==> src/sv/gif_lzw_decoder_unit_assert.svh <==
// ----------------------------------------------------------------------------
// GIF LZW decoder assertion macros
// Clocked property helpers used by the decoder engine RTL (glzw_back).
// ----------------------------------------------------------------------------
`ifndef GIF_LZW_DECODER_UNIT_ASSERT_SVH
`define GIF_LZW_DECODER_UNIT_ASSERT_SVH
`ifndef SYNTH
// Same-cycle implication, sampled on clk_i, off while rst_ni is low.
`define GLZW_ASSERT_IMP(lbl, ante, cons) \
  lbl: assert property (@(posedge clk_i) disable iff (!rst_ni) (ante) |-> (cons)) \
    else $error("glzw assertion failed");
// Next-cycle implication, sampled on clk_i, off while rst_ni is low.
`define GLZW_ASSERT_NXT(lbl, ante, cons) \
  lbl: assert property (@(posedge clk_i) disable iff (!rst_ni) (ante) |=> (cons)) \
    else $error("glzw assertion failed");
`else
`define GLZW_ASSERT_IMP(lbl, ante, cons)
`define GLZW_ASSERT_NXT(lbl, ante, cons)
`endif
`endif

==> src/sv/glzw_pkg.sv <==
// ----------------------------------------------------------------------------
// GIF LZW decoder package
// Item, dictionary entry and status types shared by the decoder modules.
// ----------------------------------------------------------------------------
package glzw_pkg;

  localparam int CODE_W = 12;
  localparam int NFC_W  = 13;
  localparam int LEN_W  = 13;
  localparam int PW_W   = 17;

  typedef enum logic [1:0] {
    OP_PUSH  = 2'd0,
    OP_READ  = 2'd1,
    OP_START = 2'd2,
    OP_NONE  = 2'd3
  } op_e;

  typedef enum logic [1:0] {
    ST_DECODING = 2'd0,
    ST_END      = 2'd1,
    ST_INVALID  = 2'd2,
    ST_OVERFLOW = 2'd3
  } status_e;

  typedef struct packed {
    op_e         kind;
    logic [7:0]  data_byte;
    logic [15:0] pixel_index;
  } item_t;

  typedef struct packed {
    logic [LEN_W-1:0]  len;
    logic [CODE_W-1:0] prefix;
    logic [7:0]        suffix;
  } dict_entry_t;

  localparam int DICT_W = $bits(dict_entry_t);

endpackage

==> src/sv/glzw_front.sv <==
// ----------------------------------------------------------------------------
// GIF LZW decoder front end
// Accepts items, classifies the operation and queues them for the engine.
// ----------------------------------------------------------------------------
module glzw_front (
  input  logic                clk_i,
  input  logic                rst_ni,
  input  logic                in_valid_i,
  output logic                in_stall_o,
  input  logic [1:0]          operation_i,
  input  logic [7:0]          data_byte_i,
  input  logic [15:0]         pixel_index_i,
  output logic                item_valid_o,
  output glzw_pkg::item_t     item_o,
  input  logic                item_pop_i
);
  import glzw_pkg::*;

  item_t       slot_q [2];
  logic        wr_ptr_q, wr_ptr_d;
  logic        rd_ptr_q, rd_ptr_d;
  logic [1:0]  count_q, count_d;
  logic        push;
  logic        pop;
  item_t       incoming;

  always_comb begin
    incoming.kind        = op_e'(operation_i);
    incoming.data_byte   = data_byte_i;
    incoming.pixel_index = pixel_index_i;
  end

  assign in_stall_o   = (count_q == 2'd2);
  assign push         = in_valid_i && !in_stall_o;
  assign item_valid_o = (count_q != 2'd0);
  assign pop          = item_pop_i && item_valid_o;
  assign item_o       = slot_q[rd_ptr_q];

  always_comb begin
    wr_ptr_d = wr_ptr_q ^ push;
    rd_ptr_d = rd_ptr_q ^ pop;
    count_d  = count_q + 2'(push) - 2'(pop);
  end

  always_ff @(posedge clk_i or negedge rst_ni) begin
    if (!rst_ni) begin
      wr_ptr_q <= 1'b0;
      rd_ptr_q <= 1'b0;
      count_q  <= 2'd0;
    end else begin
      wr_ptr_q <= wr_ptr_d;
      rd_ptr_q <= rd_ptr_d;
      count_q  <= count_d;
    end
  end

  always_ff @(posedge clk_i) begin
    if (push) begin
      slot_q[wr_ptr_q] <= incoming;
    end
  end

endmodule

==> config.mk <==
export PLATFORM = sky130hd
export DESIGN_NAME = glzw_front
export DESIGN_NICKNAME = d
export VERILOG_FILES = /design/src/sv/gif_lzw_decoder_unit_assert.svh /design/src/sv/glzw_pkg.sv /design/src/sv/glzw_front.sv
export SDC_FILE = /design/constraint.sdc
export NUM_CORES = 1
export LEC_CHECK = 0
export BUFFER_PORTS_ARGS = -buffer_cell sky130_fd_sc_hd__buf_2
export CAP_MARGIN = 20
export CELL_PAD_IN_SITES_DETAIL_PLACEMENT = 0
export CELL_PAD_IN_SITES_GLOBAL_PLACEMENT = 1
export CORE_ASPECT_RATIO = 1.2
export CORE_MARGIN = 2
export CORE_UTILIZATION = 47
export CTS_CLUSTER_DIAMETER = 40
export DETAILED_ROUTE_END_ITERATION = 16
export GPL_ROUTABILITY_DRIVEN = 0
export PLACE_DENSITY_LB_ADDON = 0.1
export SLEW_MARGIN = 20
export SYNTH_ARGS = -nofsm -noshare
export SYNTH_HDL_FRONTEND = slang
export SYNTH_SLANG_ARGS = --single-unit
==> constraint.sdc <==
create_clock -name clk_i -period 4.5 [get_ports clk_i]
set_input_delay 0.225 -clock clk_i [delete_from_list [all_inputs] [get_ports clk_i]]
set_output_delay 0.225 -clock clk_i [all_outputs]
set_load 0.02 [all_outputs]
Yosys cells after proc, flatten, opt, wreduce, memory -nomap -nowiden. Memory sizes are Yosys's and may differ from the RTL's. Cells that the tools add are included.

Bitwise operators: 2. $lt $le $gt $ge: 0. Div/mod/pow operators: 0. Reduce and logical (&&, ||, !) cells: 4. Muxes and demuxes: 2. Shift operators: 0. $add $sub $neg: 2. Equal/unequal tests: 1. $mul: 0.

Operator list (number): 2-bit by 1-bit adder with 2-bit output (1); 2-bit == test, second input constant (1); 1-bit logical AND (2); 1-bit two-way mux (2); 2-bit nonzero test (1); 2-bit by 1-bit subtractor with 2-bit output (1); 1-bit XOR (2); 1-bit logical NOT (1).

Bits in latches: 0. Register bits: 4. Bits in read-only memories: 0. Memories: 1. Word-level logic and storage cells: 15. Memory bits (writable): 52. Input port bits: 30.

Memory list: slot_q (words 2, width 26, rd ports 1, clocked after memory_dff 0, write ports 1, line glzw_front.sv:19) `item_t slot_q [2];`.

Logic depth before layout (Yosys ltp). Gate-level depths: netlist of run 1.

Word-level depth: 5. Mapped depth: 7.

Worst setup path after synthesis of run 1. OpenSTA, ideal clock, no wires.

Kind: register -> register. From: register count_q[1]. To: memory slot_q[1][0] (netlist bit) (enable). Library setup time: 0.385 ns. Required time: 4.115 ns. Stages on the path, launching flop included: 4. Arrival time: 1.339 ns. Buffers on the path: 0. Period minus slack after synthesis: 1.724 ns. Path slack: 2.776 ns. Cells stage by stage: dfrtp_1 -> nand2b_1 -> and2_1 -> ha_1.

Cells in the longest elaborated chain, start to end: 5.

RTL lines: start: declaration (line glzw_front.sv:22) `logic [1:0] count_q, count_d;`; start signal: assignment (line glzw_front.sv:53) `count_q <= count_d;`; 2-bit == test (line glzw_front.sv:33) `assign in_stall_o = (count_q == 2'd2);`; 1-bit logical NOT (line glzw_front.sv:34) `assign push = in_valid_i && !in_stall_o;`; 1-bit logical AND (line glzw_front.sv:34); 1-bit two-way mux (line glzw_front.sv:58) `if (push) begin`; 1-bit two-way mux (implied by the code) (line glzw_front.sv:59) `slot_q[wr_ptr_q] <= incoming;`; end: declaration (line glzw_front.sv:19).

Every way passes these cells.

==> qor.yml, run 1 <==
layout:
  diodes: 0
  layout.nets: 200
  seq_area_um2: 1660
  nFillCells: 402
  syn_to_final_growth_pct: 18.9
  layout-drive-gt1-share_pct: 55.4
  final_cell_count_no_fill: 224
  multi_input_area_um2: 470
  finish.utilization_pct: 57.3
routing:
  avgRoutedWirePerCell_um: 14.7
  first_iter_violations: 31
  wirelength_um: 3280
  vias_per_cell: 4.69
  drt_pre_antenna_iters: 2
  drc: 0
  num_vias: 1051
  final_antenna_net_count: 0
global_route:
  grt_pass1_vias: 1109
  grt_max_degree: 22
  grt_pass1_wl_um: 5210
  antenna_found_initial: 0
  grt.met1_usage_pct: 14.7
  track_usage_pct: 13.8
  use_met2_pct: 24.1
  met3_usage_pct: 5.10
  gr-max-usage-layer: "met2"
  overflow: 0
die:
  dieArea_um2: 5240
  core_area_um2: 4560
  fp.dieH_um: 78.9
  core.rowCount: 27
  start_util_pct: 48.2
  ios: 58
  die_x_um: 66.4
logic_synthesis:
  synthCells: 101
  ys_seq_area_share_pct: 75.6
  synth_seq_cells: 56
  synth_cell_types: 15
  synthFlopType: "edfxtp_1"
  synth_area_leader_cell: "edfxtp_1"
  synthArstFlopShare_pct: 7.14
  synth_nets: 135
  synth-edff-count: 52
  synth.cell_area_um2: 2200
  synth.top_cell.area_share_pct: 71.0
  ys_top_cells_by_count: "edfxtp_1 (52), mux2_4 (19), mux2_2 (7)"
  synth_area_leaders: "edfxtp_1 (71%), mux2_4 (13%), dfrtp_1 (4.6%), mux2_2 (3.6%), ha_1 (2.3%)"
  yosysWarningCount: 0
  yosysMostFrequentCell: "edfxtp_1"
  synth.avg_cell_area_um2: 21.8
cts:
  htreeDepth: 2
  numCtsBuffers: 5
  ctsResizeCount: 0
  clock-sinks: 56
  cts_tree: "done"
  cts.reportedPaths.clkPinSlew_ns: 0.08
  root_buffer: "clkbuf_8"
  cts_buffer_depth: 2
  post-cts-setup-buffers: 0
  insertion_delay_ns: 0.29
setup_path:
  cp_max_fo: 21
  rr_startpoint: "count_q[0]"
  reg2regPathDepth: 4
  regToRegSetupSlack_ns: 2.64
  cp-start-kind: "flip-flop"
  crit_chain: "buf_4 > mux2_2 > buf_2"
  end_kind: "output pin"
  crit_type: "reg -> out"
  cp.arrival_ns: 1.81
  required_ns: 4.28
  r2r_end: "slot_q[0][12]"
  cpMaxStageDelayCell: "dfrtp_1"
  max_stage_delay_ns: 0.55
min_path:
  hold_path_end: "slot_q[1][4]"
  worstHoldStart: "pixel_index_i[4]"
  holdPathStages: 1
  min_path_type: "in -> reg"
sta:
  report.final.slew_viol_count: 0
  final.setup.tns_ns: 0
  final.min_clock_period_ns: 2.03
  rsz0062_at_grt: "no"
  worst_pin_slew_ns: 0.566
  timing.final.hold_violations: 0
  setup_viol: 0
  max_slew_margin_pct: 62.3
  fmax_mhz: 492
  finalCritPeriodShare_pct: 45.2
  skew_ns: 0.00457
pwr:
  p_leak_nw: 1.07
  ir_drop_mv: 0.381
  cellPowerDensity_nw_per_um2: 631
run:
  max_cap_violations: 0
status:
  status: "finished clean"
place:
  dp_cells: 216
  hpwl_um: 2470
  io_buffers: 57
what timing repair did:
action,4_1_cts,5_1_grt
setup endpoints to repair,0,0
hold buffers,1,0
endpoints found under the hold margin,4,0
area by class of cell:
cell class | count | share of cell area, %
inverters | 4 | 0.574
clock buffers | 5 | 2.63
clock inverters | 2 | 0.287
multi-input cells | 38 | 18.0
flip-flops and latches | 56 | 63.6
repair buffers | 61 | 12.2
well taps | 58 | 2.78
placed cells by master (no fill, tap or decap), types with 2 or more instances in the layout:
cell type | Yosys | layout
buf_2 | 0 | 57
edfxtp_1 | 52 | 52
mux2_4 | 19 | 19
mux2_2 | 7 | 7
clkbuf_8 | 0 | 5
inv_1 | 4 | 4
ha_1 | 4 | 4
dfrtp_1 | 4 | 4
buf_4 | 0 | 3
xnor2_1 | 2 | 2
clkinv_1 | 0 | 2
worst max path at each step:
| stage | start | end | slack, ns | cells past startpoint |
|---|---|---|---|---|
| CTS | rd_ptr_q | item_o[23] | 2.42 | 3 |
| floorplan | count_q[1] | slot_q[1][0] | 2.78 | 3 |
| finish | rd_ptr_q | item_o[23] | 2.47 | 3 |
| global route | rd_ptr_q | item_o[23] | 2.35 | 3 |
| global placement | count_q[1] | slot_q[0][13] | 2.66 | 4 |
| detailed placement | count_q[0] | slot_q[0][13] | 2.60 | 4 |
flip-flops by register name, summed over array words and instances, names as in the netlist:
| signal | flops |
|---|---|
| count_q | 2 |
| wr_ptr_q | 1 |
| rd_ptr_q | 1 |
| slot_q | 52 |
cells by family (layout without fill, tap and decap cells):
| family | after synthesis | count (layout) | synth area share, % |
|---|---|---|---|
| AND/OR/NAND/NOR | 4 | 4 | 1.02 |
| buffers and inverters | 7 | 72 | 3.02 |
| XOR/XNOR | 3 | 3 | 1.20 |
| AO/OA/AOI/OAI | 1 | 1 | 0.342 |
| flip-flops | 56 | 56 | 75.6 |
| adder cells (fa/ha/maj) | 4 | 4 | 2.28 |
| multiplexers | 26 | 26 | 16.6 |
layer usage:
| metal | routed length [um] | vias up |
|---|---|---|
| li1 | - | 511 |
| met1 | 1200 | 498 |
| met2 | 1780 | 36 |
| met3 | 242 | 6 |
| met4 | 60 | 0 |
| met5 | 0 | - |
critical path: cells and delay by family, from the launching register on:
kind	cells	cell delay, ns
buffers and inverters	2	0.57
DFF	1	0.55
muxes	1	0.39
through the flow:
step                      hold slack (ns)  instance area (um2)  total power (W)  worst slack, ns
after global routing               0.0953                 2610          0.00175             2.35
after global placement             0.0358                 2530          0.00142             2.66
after detailed placement           0.0411                 2530          0.00144             2.60
final                               0.114                 2610          0.00165             2.47
after CTS                           0.101                 2610          0.00168             2.42
after floorplan                   -0.0706                 2200          0.00129             2.78
where the power goes:
part	internal (W)	leakage (nW)	switching (W)
clock	0.000103	0.0391	0.000135
combinational	0.000292	0.504	0.000352
sequential	0.000715	0.530	0.0000498
Power figures use the tool's default switching activity.
==> inputs of run 2 (changes only) <==
- CORE_UTILIZATION: 47 -> 39
- clock period: 4.5 -> 1.84 ns (I/O delays scaled with it)
==> qor.yml, run 2 (synthesis results as in run 1) <==
global_route:
  track_usage_pct: 12.5
  grt_pass1_wl_um: 5750
  antenna_found_initial: 0
  grt_max_degree: 24
  grt_pass1_vias: 1260
  overflow: 0
routing:
  drt_pre_antenna_iters: 4
  first_iter_violations: 72
  vias_per_cell: 4.61
  final_antenna_net_count: 0
  num_vias: 1180
  drc: 0
  avgRoutedWirePerCell_um: 14.5
  wirelength_um: 3710
layout:
  reg_top3: "slot_q x52, count_q x2"
  layout.nets: 228
  multi_input_area_um2: 470
  diodes: 0
  nFillCells: 473
  layout_commonest_cell: "buf_2"
  syn_to_final_growth_pct: 32.3
  seq_area_um2: 1660
  final_cell_mix: "buf_2 (57), edfxtp_1 (52), dlygate4sd3_1 (27), mux2_4 (19), mux2_2 (7)"
  regMostFlops: "slot_q"
  final_cell_count_no_fill: 256
  largest_reg_flops: 52
  layout-drive-gt1-share_pct: 49.0
  stdcell_area_um2: 2910
setup_path:
  cp-start-kind: "flip-flop"
  end_kind: "flip-flop"
  crit_family: "adder cells"
  crit_type: "reg -> reg"
  cp.arrival_ns: 1.77
  crit_chain: "o21a_1 > ha_1 > inv_1 > ha_1 > xnor2_1 > xnor2_1"
  crit_buf_inv: 1
  required_ns: 2.06
  cpMaxStageDelayCell: "dfrtp_1"
  max_stage_delay_ns: 0.42
  cp_max_fo: 4
status:
  status: "finished clean"
die:
  fp.dieH_um: 86.2
  dieArea_um2: 6260
  core_area_um2: 5370
  core.rowCount: 29
  start_util_pct: 40.9
  ios: 58
  die_x_um: 72.5
cts:
  cts_hold_buf: 27
  root_buffer: "clkbuf_8"
  ctsResizeCount: 0
  post-cts-setup-buffers: 0
  cts.reportedPaths.clkPinSlew_ns: 0.09
  clock-sinks: 56
  cts_buffer_depth: 2
  htreeDepth: 2
  insertion_delay_ns: 0.30
  cts_tree: "done"
  numCtsBuffers: 5
run:
  max_cap_violations: 0
pwr:
  cellPowerDensity_nw_per_um2: 1430
  ir_drop_mv: 0.682
  p_leak_nw: 1.20
sta:
  skew_ns: 0.00642
  rsz0062_at_grt: "no"
  fmax_mhz: 643
  max_slew_margin_pct: 82.6
  setup_viol: 0
  finalCritPeriodShare_pct: 84.5
  final.min_clock_period_ns: 1.55
  timing.final.hold_violations: 0
  worst_pin_slew_ns: 0.261
  final.setup.tns_ns: 0
  report.final.slew_viol_count: 0
place:
  io_buffers: 57
  dp_cells: 222
  placed_area_um2: 2560
  hpwl_um: 2530
min_path:
  min_path_type: "in -> async"
## run 2: cell types whose count changed in the layout (fill, tap and decap cells not counted)
cell | previous run | this run
buf_4 | 3 | 4
clkinv_2 | 0 | 1
clkinv_1 | 2 | 0
dlygate4sd3_1 | 1 | 27
buf_12 | 0 | 1
clkbuf_1 | 0 | 1
## run 2: metrics by stage
step | utilization, % | power (W) | hold slack, ns | worst slack, ns
2_1_floorplan | - | 0.00316 | -0.204 | 0.116
3_3_place_gp | 47.7 | 0.00353 | -0.0943 | 0.372
3_5_place_dp | 47.7 | 0.00358 | -0.0871 | 0.296
4_1_cts | 54.1 | 0.00424 | 0.115 | 0.261
5_1_grt | 54.1 | 0.00439 | 0.115 | 0.215
6_report | 54.1 | 0.00416 | 0.123 | 0.286
## run 2: per-layer routing
layer	up-vias	track usage [%]	wire length (um)
met5	-	0	0
met4	0	5.56	70
met3	7	2.44	154
met2	34	22.8	1980
met1	575	13.8	1510
li1	564	-	-
## run 2: where the power goes
group | switching [W] | total [W] | internal [W]
registers | 0.0000914 | 0.00184 | 0.00175
logic | 0.000923 | 0.00171 | 0.000790
clock network | 0.000353 | 0.000613 | 0.000260
## run 2: layout make-up
class,instances,share of cell area (%)
Clock buffer,6,2.50
Clock inverter,1,0.172
Inverter,4,0.516
Multi-Input combinational cell,38,16.2
Sequential cell,56,57.1
Tap cell,62,2.67
Timing Repair Buffer,89,20.8
## run 2: worst paths after layout
check | start | endpoint | slack [ns] | cells after the start
worst max-delay path | count_q[1] | count_q[1] | 0.29 | 6
worst min-delay path | rst_ni | count_q[0] | 0.12 | 2
worst max register to register | count_q[1] | count_q[1] | 0.29 | 6
worst min register to register | count_q[1] | count_q[1] | 0.54 | 1
max in group asynchronous | rst_ni | rd_ptr_q | 1.58 | 2
min in group clk_i | item_pop_i | rd_ptr_q | 0.14 | 3
